[src/rtl/core/assert_macros.svh]
// Assertion helpers for the core RTL.
`ifndef ASSERT_MACROS_SVH
`define ASSERT_MACROS_SVH

// Same-cycle implication, checked at every rising clock edge out of reset.
`define ASSERT_SAME(label, ante, cons, msg) \
  label: assert property (@(posedge clk_i) disable iff (!rst_ni) (ante) |-> (cons)) \
    else $error(msg);

// Next-cycle implication, checked at every rising clock edge out of reset.
`define ASSERT_NEXT(label, ante, cons, msg) \
  label: assert property (@(posedge clk_i) disable iff (!rst_ni) (ante) |=> (cons)) \
    else $error(msg);

`endif

[src/rtl/core/blr_pkg.sv]
package blr_pkg;

  // Input item command codes
  typedef enum logic {
    OP_LOAD = 1'b0,
    OP_STEP = 1'b1
  } op_e;

  // Extra bits of the reciprocal used for the dot-to-byte split
  localparam int unsigned DivGuardBits = 4;

endpackage

[src/rtl/core/bresenham_line_rasterizer_core.sv]
// Channel  | Handshake             | Payload
// ---------+-----------------------+---------------------------------------------------
// in       | in_valid_i/in_ready_o | opcode_i, first_x_i, first_y_i, second_x_i, second_y_i
// out      | out_valid_o/out_ready_i | dot_x_o, dot_y_o, byte_column_o, bit_in_byte_o, last_dot_o
//
// One item per cycle while in_ready_o is high: a load or a step is finished in the cycle it is accepted.
// A step on an active line writes its dot into the output register, seen the next cycle.
// Load items and steps while idle give no dot; a load replaces any line in progress.
// in_ready_o is high whenever the output register is empty or is drained in that cycle.
// rst_ni clears the line state and the output register valid flag asynchronously.

`include "assert_macros.svh"

module bresenham_line_rasterizer_core
  import blr_pkg::*;
#(
  parameter int unsigned COORD_BITS    = 11,
  parameter int unsigned DOTS_PER_BYTE = 6,
  localparam int unsigned BYTE_W = $clog2(((2 ** COORD_BITS) - 1) / DOTS_PER_BYTE + 1),
  localparam int unsigned BIT_W  = (DOTS_PER_BYTE > 1) ? $clog2(DOTS_PER_BYTE) : 1
) (
  input  logic                   clk_i,
  input  logic                   rst_ni,
  input  logic                   in_valid_i,
  output logic                   in_ready_o,
  input  logic                   opcode_i,
  input  logic [COORD_BITS-1:0]  first_x_i,
  input  logic [COORD_BITS-1:0]  first_y_i,
  input  logic [COORD_BITS-1:0]  second_x_i,
  input  logic [COORD_BITS-1:0]  second_y_i,
  output logic                   out_valid_o,
  input  logic                   out_ready_i,
  output logic [COORD_BITS-1:0]  dot_x_o,
  output logic [COORD_BITS-1:0]  dot_y_o,
  output logic [BYTE_W-1:0]      byte_column_o,
  output logic [BIT_W-1:0]       bit_in_byte_o,
  output logic                   last_dot_o
);

  localparam int unsigned ERR_W   = COORD_BITS + 2;
  localparam int unsigned STEP_W  = COORD_BITS + 1;
  localparam int unsigned DIV_SH  = COORD_BITS + DivGuardBits;
  localparam int unsigned PROD_W  = COORD_BITS + DIV_SH;
  localparam int unsigned REM_W   = COORD_BITS + DivGuardBits;
  localparam int unsigned DIV_MUL = (2 ** DIV_SH) / DOTS_PER_BYTE;
  localparam logic signed [ERR_W-1:0] ERR_MAX = ERR_W'(2 ** COORD_BITS);
  localparam logic signed [ERR_W-1:0] ERR_MIN = -ERR_MAX;

  // Line state
  logic                         line_active_q, line_active_d;
  logic [COORD_BITS-1:0]        cur_x_q, cur_x_d;
  logic [COORD_BITS-1:0]        cur_y_q, cur_y_d;
  logic [COORD_BITS-1:0]        dots_left_q, dots_left_d;
  logic [COORD_BITS-1:0]        minor_delta_q, minor_delta_d;
  logic signed [ERR_W-1:0]      error_acc_q, error_acc_d;
  logic [STEP_W-1:0]            error_step_q, error_step_d;
  logic signed [1:0]            y_dir_q, y_dir_d;
  logic                         x_step_q, x_step_d;
  logic                         x_is_major_q, x_is_major_d;

  // Output register
  logic                         out_valid_q, out_valid_d;
  logic [COORD_BITS-1:0]        dot_x_q;
  logic [COORD_BITS-1:0]        dot_y_q;
  logic [BYTE_W-1:0]            byte_column_q;
  logic [BIT_W-1:0]             bit_in_byte_q;
  logic                         last_dot_q;

  logic in_fire;
  logic is_load;
  logic emit;
  logic is_last;

  // Accept whenever the output register can take a dot this cycle
  assign in_ready_o = !out_valid_q || out_ready_i;
  assign in_fire    = in_valid_i && in_ready_o;
  assign is_load    = (op_e'(opcode_i) == OP_LOAD);
  assign emit       = in_fire && !is_load && line_active_q;
  assign is_last    = (dots_left_q == '0);

  // Load setup: order endpoints by x, then derive deltas and error terms
  logic                  swap_ends;
  logic [COORD_BITS-1:0] ax, ay, bx, by;
  logic [COORD_BITS-1:0] dx, ady;
  logic                  dy_neg;
  logic                  ld_x_major;
  logic [COORD_BITS-1:0] ld_major, ld_minor;

  always_comb begin
    swap_ends  = first_x_i > second_x_i;
    ax         = swap_ends ? second_x_i : first_x_i;
    ay         = swap_ends ? second_y_i : first_y_i;
    bx         = swap_ends ? first_x_i  : second_x_i;
    by         = swap_ends ? first_y_i  : second_y_i;
    dx         = bx - ax;
    dy_neg     = ay > by;
    ady        = dy_neg ? (ay - by) : (by - ay);
    ld_x_major = ady <= dx;
    ld_major   = ld_x_major ? dx  : ady;
    ld_minor   = ld_x_major ? ady : dx;
  end

  // Step along y by the stored direction, wrapping at the coordinate range
  logic [COORD_BITS-1:0] moved_y;
  assign moved_y = cur_y_q + {{(COORD_BITS - 2){y_dir_q[1]}}, y_dir_q};

  // Next line state
  always_comb begin
    line_active_d = line_active_q;
    cur_x_d       = cur_x_q;
    cur_y_d       = cur_y_q;
    dots_left_d   = dots_left_q;
    minor_delta_d = minor_delta_q;
    error_acc_d   = error_acc_q;
    error_step_d  = error_step_q;
    y_dir_d       = y_dir_q;
    x_step_d      = x_step_q;
    x_is_major_d  = x_is_major_q;
    if (in_fire && is_load) begin
      line_active_d = 1'b1;
      cur_x_d       = ax;
      cur_y_d       = ay;
      dots_left_d   = ld_major;
      minor_delta_d = ld_minor;
      error_acc_d   = {3'b000, ld_major[COORD_BITS-1:1]} - {2'b00, ld_minor};
      error_step_d  = {1'b0, ld_major} - {1'b0, ld_minor};
      y_dir_d       = (ay == by) ? 2'sb00 : (dy_neg ? 2'sb11 : 2'sb01);
      x_step_d      = (dx != '0);
      x_is_major_d  = ld_x_major;
    end else if (emit) begin
      if (is_last) begin
        line_active_d = 1'b0;
      end else begin
        dots_left_d = dots_left_q - 1'b1;
        if (error_acc_q[ERR_W-1]) begin
          cur_x_d     = cur_x_q + COORD_BITS'(x_step_q);
          cur_y_d     = moved_y;
          error_acc_d = error_acc_q + {1'b0, error_step_q};
        end else begin
          if (x_is_major_q) begin
            cur_x_d = cur_x_q + 1'b1;
          end else begin
            cur_y_d = moved_y;
          end
          error_acc_d = error_acc_q - {2'b00, minor_delta_q};
        end
      end
    end
  end

  // Split the dot's y coordinate into byte column and bit by reciprocal multiply
  logic [PROD_W-1:0]     recip_prod;
  logic [COORD_BITS-1:0] quo_est;
  logic [REM_W-1:0]      rem_est;
  logic [COORD_BITS-1:0] quo_fix;
  logic [REM_W-1:0]      rem_fix;

  always_comb begin
    recip_prod = PROD_W'(cur_y_q) * PROD_W'(DIV_MUL);
    quo_est    = recip_prod[PROD_W-1 -: COORD_BITS];
    rem_est    = REM_W'(cur_y_q) - REM_W'(quo_est) * REM_W'(DOTS_PER_BYTE);
    if (rem_est >= REM_W'(DOTS_PER_BYTE)) begin
      quo_fix = quo_est + 1'b1;
      rem_fix = rem_est - REM_W'(DOTS_PER_BYTE);
    end else begin
      quo_fix = quo_est;
      rem_fix = rem_est;
    end
  end

  // Output valid: drop on drain, set when a dot is written
  always_comb begin
    out_valid_d = out_valid_q;
    if (out_ready_i) begin
      out_valid_d = 1'b0;
    end
    if (emit) begin
      out_valid_d = 1'b1;
    end
  end

  // Control and line state registers
  always_ff @(posedge clk_i or negedge rst_ni) begin
    if (!rst_ni) begin
      line_active_q <= 1'b0;
      cur_x_q       <= '0;
      cur_y_q       <= '0;
      dots_left_q   <= '0;
      minor_delta_q <= '0;
      error_acc_q   <= '0;
      error_step_q  <= '0;
      y_dir_q       <= '0;
      x_step_q      <= 1'b0;
      x_is_major_q  <= 1'b0;
      out_valid_q   <= 1'b0;
    end else begin
      line_active_q <= line_active_d;
      cur_x_q       <= cur_x_d;
      cur_y_q       <= cur_y_d;
      dots_left_q   <= dots_left_d;
      minor_delta_q <= minor_delta_d;
      error_acc_q   <= error_acc_d;
      error_step_q  <= error_step_d;
      y_dir_q       <= y_dir_d;
      x_step_q      <= x_step_d;
      x_is_major_q  <= x_is_major_d;
      out_valid_q   <= out_valid_d;
    end
  end

  // Capture the dot payload
  always_ff @(posedge clk_i) begin
    if (emit) begin
      dot_x_q       <= cur_x_q;
      dot_y_q       <= cur_y_q;
      byte_column_q <= BYTE_W'(quo_fix);
      bit_in_byte_q <= BIT_W'(rem_fix);
      last_dot_q    <= is_last;
    end
  end

  assign out_valid_o   = out_valid_q;
  assign dot_x_o       = dot_x_q;
  assign dot_y_o       = dot_y_q;
  assign byte_column_o = byte_column_q;
  assign bit_in_byte_o = bit_in_byte_q;
  assign last_dot_o    = last_dot_q;

  // Checks
  logic line_closed;
  logic err_in_range;
  assign line_closed  = !line_active_q && out_valid_q && last_dot_q;
  assign err_in_range = (error_acc_q >= ERR_MIN) && (error_acc_q <= ERR_MAX);

  `ASSERT_NEXT(a_load_arms_line, in_fire && is_load, line_active_q, "load did not arm line")
  `ASSERT_NEXT(a_last_ends_line, emit && is_last, line_closed, "last dot did not end line")
  `ASSERT_SAME(a_error_in_range, line_active_q, err_in_range, "error accumulator out of range")

endmodule
[config.mk]
export PLATFORM = sky130hd
export DESIGN_NAME = bresenham_line_rasterizer_core
export DESIGN_NICKNAME = d
export VERILOG_FILES = /design/src/rtl/core/blr_pkg.sv /design/src/rtl/core/bresenham_line_rasterizer_core.sv
export VERILOG_INCLUDE_DIRS = /design/src /design/src/rtl/core
export SDC_FILE = /design/constraint.sdc
export NUM_CORES = 1
export LEC_CHECK = 0
export BUFFER_PORTS_ARGS = -buffer_cell sky130_fd_sc_hd__buf_2
export CAP_MARGIN = 20
export CORE_UTILIZATION = 55
export CTS_BUF_LIST = sky130_fd_sc_hd__clkbuf_16
export CTS_CLUSTER_SIZE = 14
export DETAILED_ROUTE_END_ITERATION = 16
export PLACE_DENSITY = 0.8
export SETUP_SLACK_MARGIN = 0.02
export SKIP_LAST_GASP = 1
export SLEW_MARGIN = 20
export SYNTH_ARGS = -nofsm -noshare
export SYNTH_HDL_FRONTEND = slang
export SYNTH_SLANG_ARGS = --single-unit
export TNS_END_PERCENT = 50
[constraint.sdc]
create_clock -name clk_i -period 22.3 [get_ports clk_i]
set_clock_uncertainty 0.2 [all_clocks]
set_input_delay 6.69 -clock clk_i [delete_from_list [all_inputs] [get_ports clk_i]]
set_output_delay 6.69 -clock clk_i [all_outputs]
set_load 0.01 [all_outputs]
Word-level counts from Yosys, hierarchy flattened. Index checks and enable logic that the tools add are counted. Widths: inputs -> output; s select.

Register bits: 110. Input bits: 49. Output and inout bits: 37. Logic and storage cells: 89.

Add/sub/neg operators: 14. Multipliers: 2. Magnitude comparators: 4. Equality and inequality tests: 3. Muxes and demuxes: 33. Bitwise logic cells: 1. Reduce and logical (&&, ||, !) cells: 16.

Operators by type and width (count): $mux 11 (20); $mux 13 (4); $sub 11x11->11 (3); $mul 11x13->24 const B (1); $gt 11x11->1 (2); $ge 15x3->1 const B (1); $add 13x12->13 (1); $sub 11x12->13 (1); $sub 13x11->13 (1); $sub 10x11->12 (1); $sub 11x11->12 (1); $add 11x1->11 (1); $add 11x1->11 const B (1); $add 11x11->11 (1); $eq 11x11->1 (1); $le 11x11->1 (1); $logic_not 11->1 (1); $mul 9x2->11 const B (1); $reduce_bool 11->1 (1); $sub 11x1->11 const B (1); $add 9x1->9 const B (1); $mux 9 (1); $reduce_and 3->1 (2); $reduce_bool 2->1 (3); 12 further kinds (21).

Logic depth before layout (Yosys ltp).
Depth in word-level cells: 8. Depth in mapped cells: 44. Mapped depth without buffers: 37.

Least setup slack after synthesis. No wires, ideal clock.

Kind: input port to flip-flop. From: in second_x_i[9]. To: reg error_acc_q[10]. Library setup time: 0.137 ns. Arrival: 14.141 ns. Required time: 21.963 ns. Setup slack: 7.822 ns. Stages: 40. Buffers on the path: 9. Cells stage by stage: inv_1 ha_1 buf_2 nand4_4 nor2_2 a311oi_4 a21oi_4 buf_2 buf_1 clkbuf_1 buf_1 clkbuf_1 o22a_1 ha_1 a221oi_1 a21bo_2 o41ai_1 o21ai_0 [4 not listed] a21oi_1 o21a_1 clkbuf_1 clkbuf_1 clkbuf_1 o21ai_0 fa_1 nand2_1 nand2_1 a21oi_1 o21ai_0 a21oi_1 o21ai_0 a21oi_1 o21bai_1 a21oi_1 xnor2_1 a21oi_1.

Cells in the longest elaborated chain, start to end: 8. Elaborated cells on any way between the ends: 15. Those cells by class: 4 x add/sub; 3 x order compare; 8 x mux.

Ends and longest elaborated chain: from (decl) (line bresenham_line_rasterizer_core.sv:29) `input logic [COORD_BITS-1:0] second_x_i,`; $gt 11x11->1 (line bresenham_line_rasterizer_core.sv:90) `swap_ends = first_x_i > second_x_i;`; $mux 11, on equally long branches (line bresenham_line_rasterizer_core.sv:94, bresenham_line_rasterizer_core.sv:92); $sub 11x11->11 / $gt 11x11->1 (equally long branches) (line bresenham_line_rasterizer_core.sv:97, bresenham_line_rasterizer_core.sv:96); $mux 11 (line bresenham_line_rasterizer_core.sv:97) `ady = dy_neg ? (ay - by) : (by - ay);`; $le 11x11->1 (line bresenham_line_rasterizer_core.sv:98) `ld_x_major = ady <= dx;`; $mux 11, on equally long branches (line bresenham_line_rasterizer_core.sv:99, bresenham_line_rasterizer_core.sv:100); $sub 10x11->12 * (line bresenham_line_rasterizer_core.sv:125) `error_acc_d = {3'b000, ld_major[COORD_BITS-1:1]} - {2'b00, ld_minor};`; $mux 13 * (line bresenham_line_rasterizer_core.sv:119) `if (in_fire && is_load) begin`; to (signal assigned) (line bresenham_line_rasterizer_core.sv:202) `error_acc_q <= error_acc_d;`; to (decl) (line bresenham_line_rasterizer_core.sv:55) `logic signed [ERR_W-1:0] error_acc_q, error_acc_d;`.

Every way passes the cells marked *; elsewhere a longest branch is shown, timed or not. A chain may end at the register's enable or synchronous reset.

Worst setup path after layout.
From: in second_x_i[8]. To: reg error_acc_q[11].

The elaborated chain is that of the path after synthesis.

==> results.toml <==
[outcome]
status = "complete, but fails checks"
violations = "design-rule violations"

[synthesis]
netlist_instances = 1469
synth_top_area_share_pct = 15.4
synthArstFlopShare_pct = 68.8
yosys_warnings = 0
yosysTopAreaCell = "dfrtp_1"
synth_adder_area_share_pct = 20.0
synth_edf_count = 34
synth-simple-area-share_pct = 18.3
synth_top_family_by_area = "compound AO/OA/AOI/OAI gates"
synth_most_common_cell = "nand2_1"
ys_types = 91
seq_area_frac_synth_pct = 23.8
synthFlopType = "dfrtp_1"
synth_seq_cells = 109
synth_compound_area_share_pct = 21.4
ys_top_cells_by_area = "dfrtp_1 15%, ha_1 14%, edfxtp_1 8.4%"
synth_area_mm2 = 0.0122
synth_fp_nets = 1684
synth_area_per_cell_um2 = 8.29
synth-xor-area-share_pct = 7.41
synth_common_cells = "172 x nand2_1, 145 x inv_1, 134 x ha_1"
synth_mux_area_share_pct = 2.77

[grt]
antenna_found_initial = 0
grt_start_max_net_pins = 76
grt_use_total_pct = 28.6
grt_pass1_wl_mm = 50.9
grt_pass1_vias = 10300
grt_overflow = 0

[drt]
drtIter0Drc = 863
remaining_drc_errors = 1
ant_nets = 0
wirelength_mm = 31.0
drt_first_pass_iters = 12
vias_per_cell = 5.95
vias = 10800
routedWlPerCell_um = 17.1

[min_path]
hp-class = "flop to flop"

[critical_path]
startpoint_type = "primary input"
arrival_ns = 14.61
cp_slowest_cell = "or4_1"
cp_data_required_time_ns = 22.39
cp_slowest_stage_delay_ns = 0.65
cp-end-kind = "flop"
worstPathBufferInverterCount = 5
cp_max_fo = 40
crit_family = "compound AO/OA/AOI/OAI gates"
setup.worst_path.class = "primary input to flop"

[timing]
tightest_slew_ns = 0.798
period_share_pct = 65.1
setup_viol = 0
drv_slew = 0
rsz0062_at_grt = "no"
hold_viol = 0
relSlewSlack_pct = 46.4
fin_crit_ns = 14.52
tns_ns = 0
fmax_mhz = 68.9

[cts]
numCtsBuffers = 9
path_clk_slew_ns = 0.08
cts_root_buf = "clkbuf_16"
cts_sinks = 109
clock_path_buffers = 2
cts_resized = 0
clock_latency_ns = 0.37
cts_max_level = 3
postCtsSetupBuffers = 0
cts_tree = "built"
cts_hold_buf = 0

[final_layout]
drive_above_1_share_pct = 9.53
n_antenna_cell = 0
final_nets = 1742
areaGrowthSynthToFinish_pct = 7.99
finalInstanceArea_mm2 = 0.0132
fill_cells = 1923

[placed_design]
dpl-instance-area_mm2 = 0.0128
numPortBuffers = 85
gp_congestion = 0.960
hpwl_mm = 24.4

[flow_run]
drv_cap = 0

[floorplan]
row_count = 54
initial_core_util_pct = 56.0
die_y_um = 151
die_w_um = 151
dieArea_mm2 = 0.0227
core_area_mm2 = 0.0218
ios = 86
sequential cells by signal, summed over array words and instances (netlist names):
| name | cells |
|---|---|
| x_is_major_q | 1 |
| cur_y_q | 11 |
| last_dot_o | 1 |
| minor_delta_q | 11 |
| line_active_q | 1 |
| y_dir_q | 2 |
| cur_x_q | 11 |
| byte_column_o | 9 |
| error_step_q | 12 |
| x_step_q | 1 |
| dots_left_q | 11 |
| error_acc_q | 13 |
| dot_x_o | 11 |
| bit_in_byte_o | 2 |
| dot_y_o | 11 |
| out_valid_o | 1 |
cell usage in the layout (no fill, tap or decap), types with 9 or more instances in the layout:
| master | n |
|---|---|
| o21ai_0 | 86 |
| xnor2_1 | 70 |
| xor2_1 | 33 |
| edfxtp_1 | 34 |
| a211oi_1 | 40 |
| ha_1 | 134 |
| nand4_1 | 11 |
| a31oi_1 | 16 |
| maj3_1 | 12 |
| o21a_1 | 9 |
| and2_1 | 16 |
| nand2b_1 | 33 |
| buf_4 | 13 |
| nor3_1 | 18 |
| o31ai_1 | 10 |
| nand3_1 | 32 |
| mux2i_1 | 27 |
| a21o_1 | 30 |
| fa_1 | 32 |
| inv_1 | 146 |
| and3_1 | 15 |
| nor2_1 | 104 |
| nor2b_1 | 20 |
| nand2_1 | 172 |
| dfrtp_1 | 75 |
| a21oi_1 | 90 |
| o21bai_1 | 16 |
| clkbuf_16 | 9 |
| buf_2 | 84 |
through the flow:
step                instances  utilization, %  hold WS (ns)  worst slack (ns)
floorplan                1469               -         0.240              7.82
global placement         1795            59.0         0.266              7.73
detailed placement       1795            59.0         0.259              7.62
CTS                      1811            60.3         0.289              7.97
global route             1812            60.5         0.302              7.28
finish                   1812            60.5         0.285              7.78
kinds of logic (layout without fill, tap and decap cells):
logic type | Yosys count | count (layout)
adder cells (fa/ha/maj) | 178 | 178
multiplexers | 33 | 33
AO/OA/AOI/OAI | 384 | 384
buffers and inverters | 197 | 260
XOR/XNOR | 103 | 103
flip-flops | 109 | 109
AND/OR/NAND/NOR | 465 | 465
cell type report:
| class | instances | area (µm²) | share of cell area, % |
|---|---|---|---|
| well taps | 280 | 350 | 2.66 |
| flip-flops and latches | 109 | 2900 | 22.0 |
| multi-input cells | 1163 | 8520 | 64.8 |
| clock buffers | 9 | 225 | 1.71 |
| inverters | 146 | 548 | 4.17 |
| repair buffers | 98 | 546 | 4.15 |
| clock inverters | 7 | 67.6 | 0.514 |
per-layer routing:
metal	global-route usage, %	part of all wire, %	routed length, µm
met1	38.4	46	14300
met2	48.8	47	14700
met3	3.61	5.4	1660
met4	6.65	1.4	429
met5	0	0	0
final timing paths:
kind | startpoint | endpoint | slack, ns | cells past startpoint
worst min register to register | cur_x_q[10] | dot_x_o[10] | 0.29 | 0
max in group asynchronous | rst_ni | cur_y_q[1] | 15.24 | 2
worst max-delay path | second_x_i[8] | error_acc_q[11] | 7.78 | 35
worst max register to register | cur_y_q[7] | bit_in_byte_o[2] | 12.16 | 35
min in group asynchronous | rst_ni | error_step_q[10] | 6.06 | 1
worst min-delay path | cur_x_q[10] | dot_x_o[10] | 0.29 | 0
Power is not shown: default switching activity piles up to over one toggle a cycle in this logic, so the estimate is an artifact.
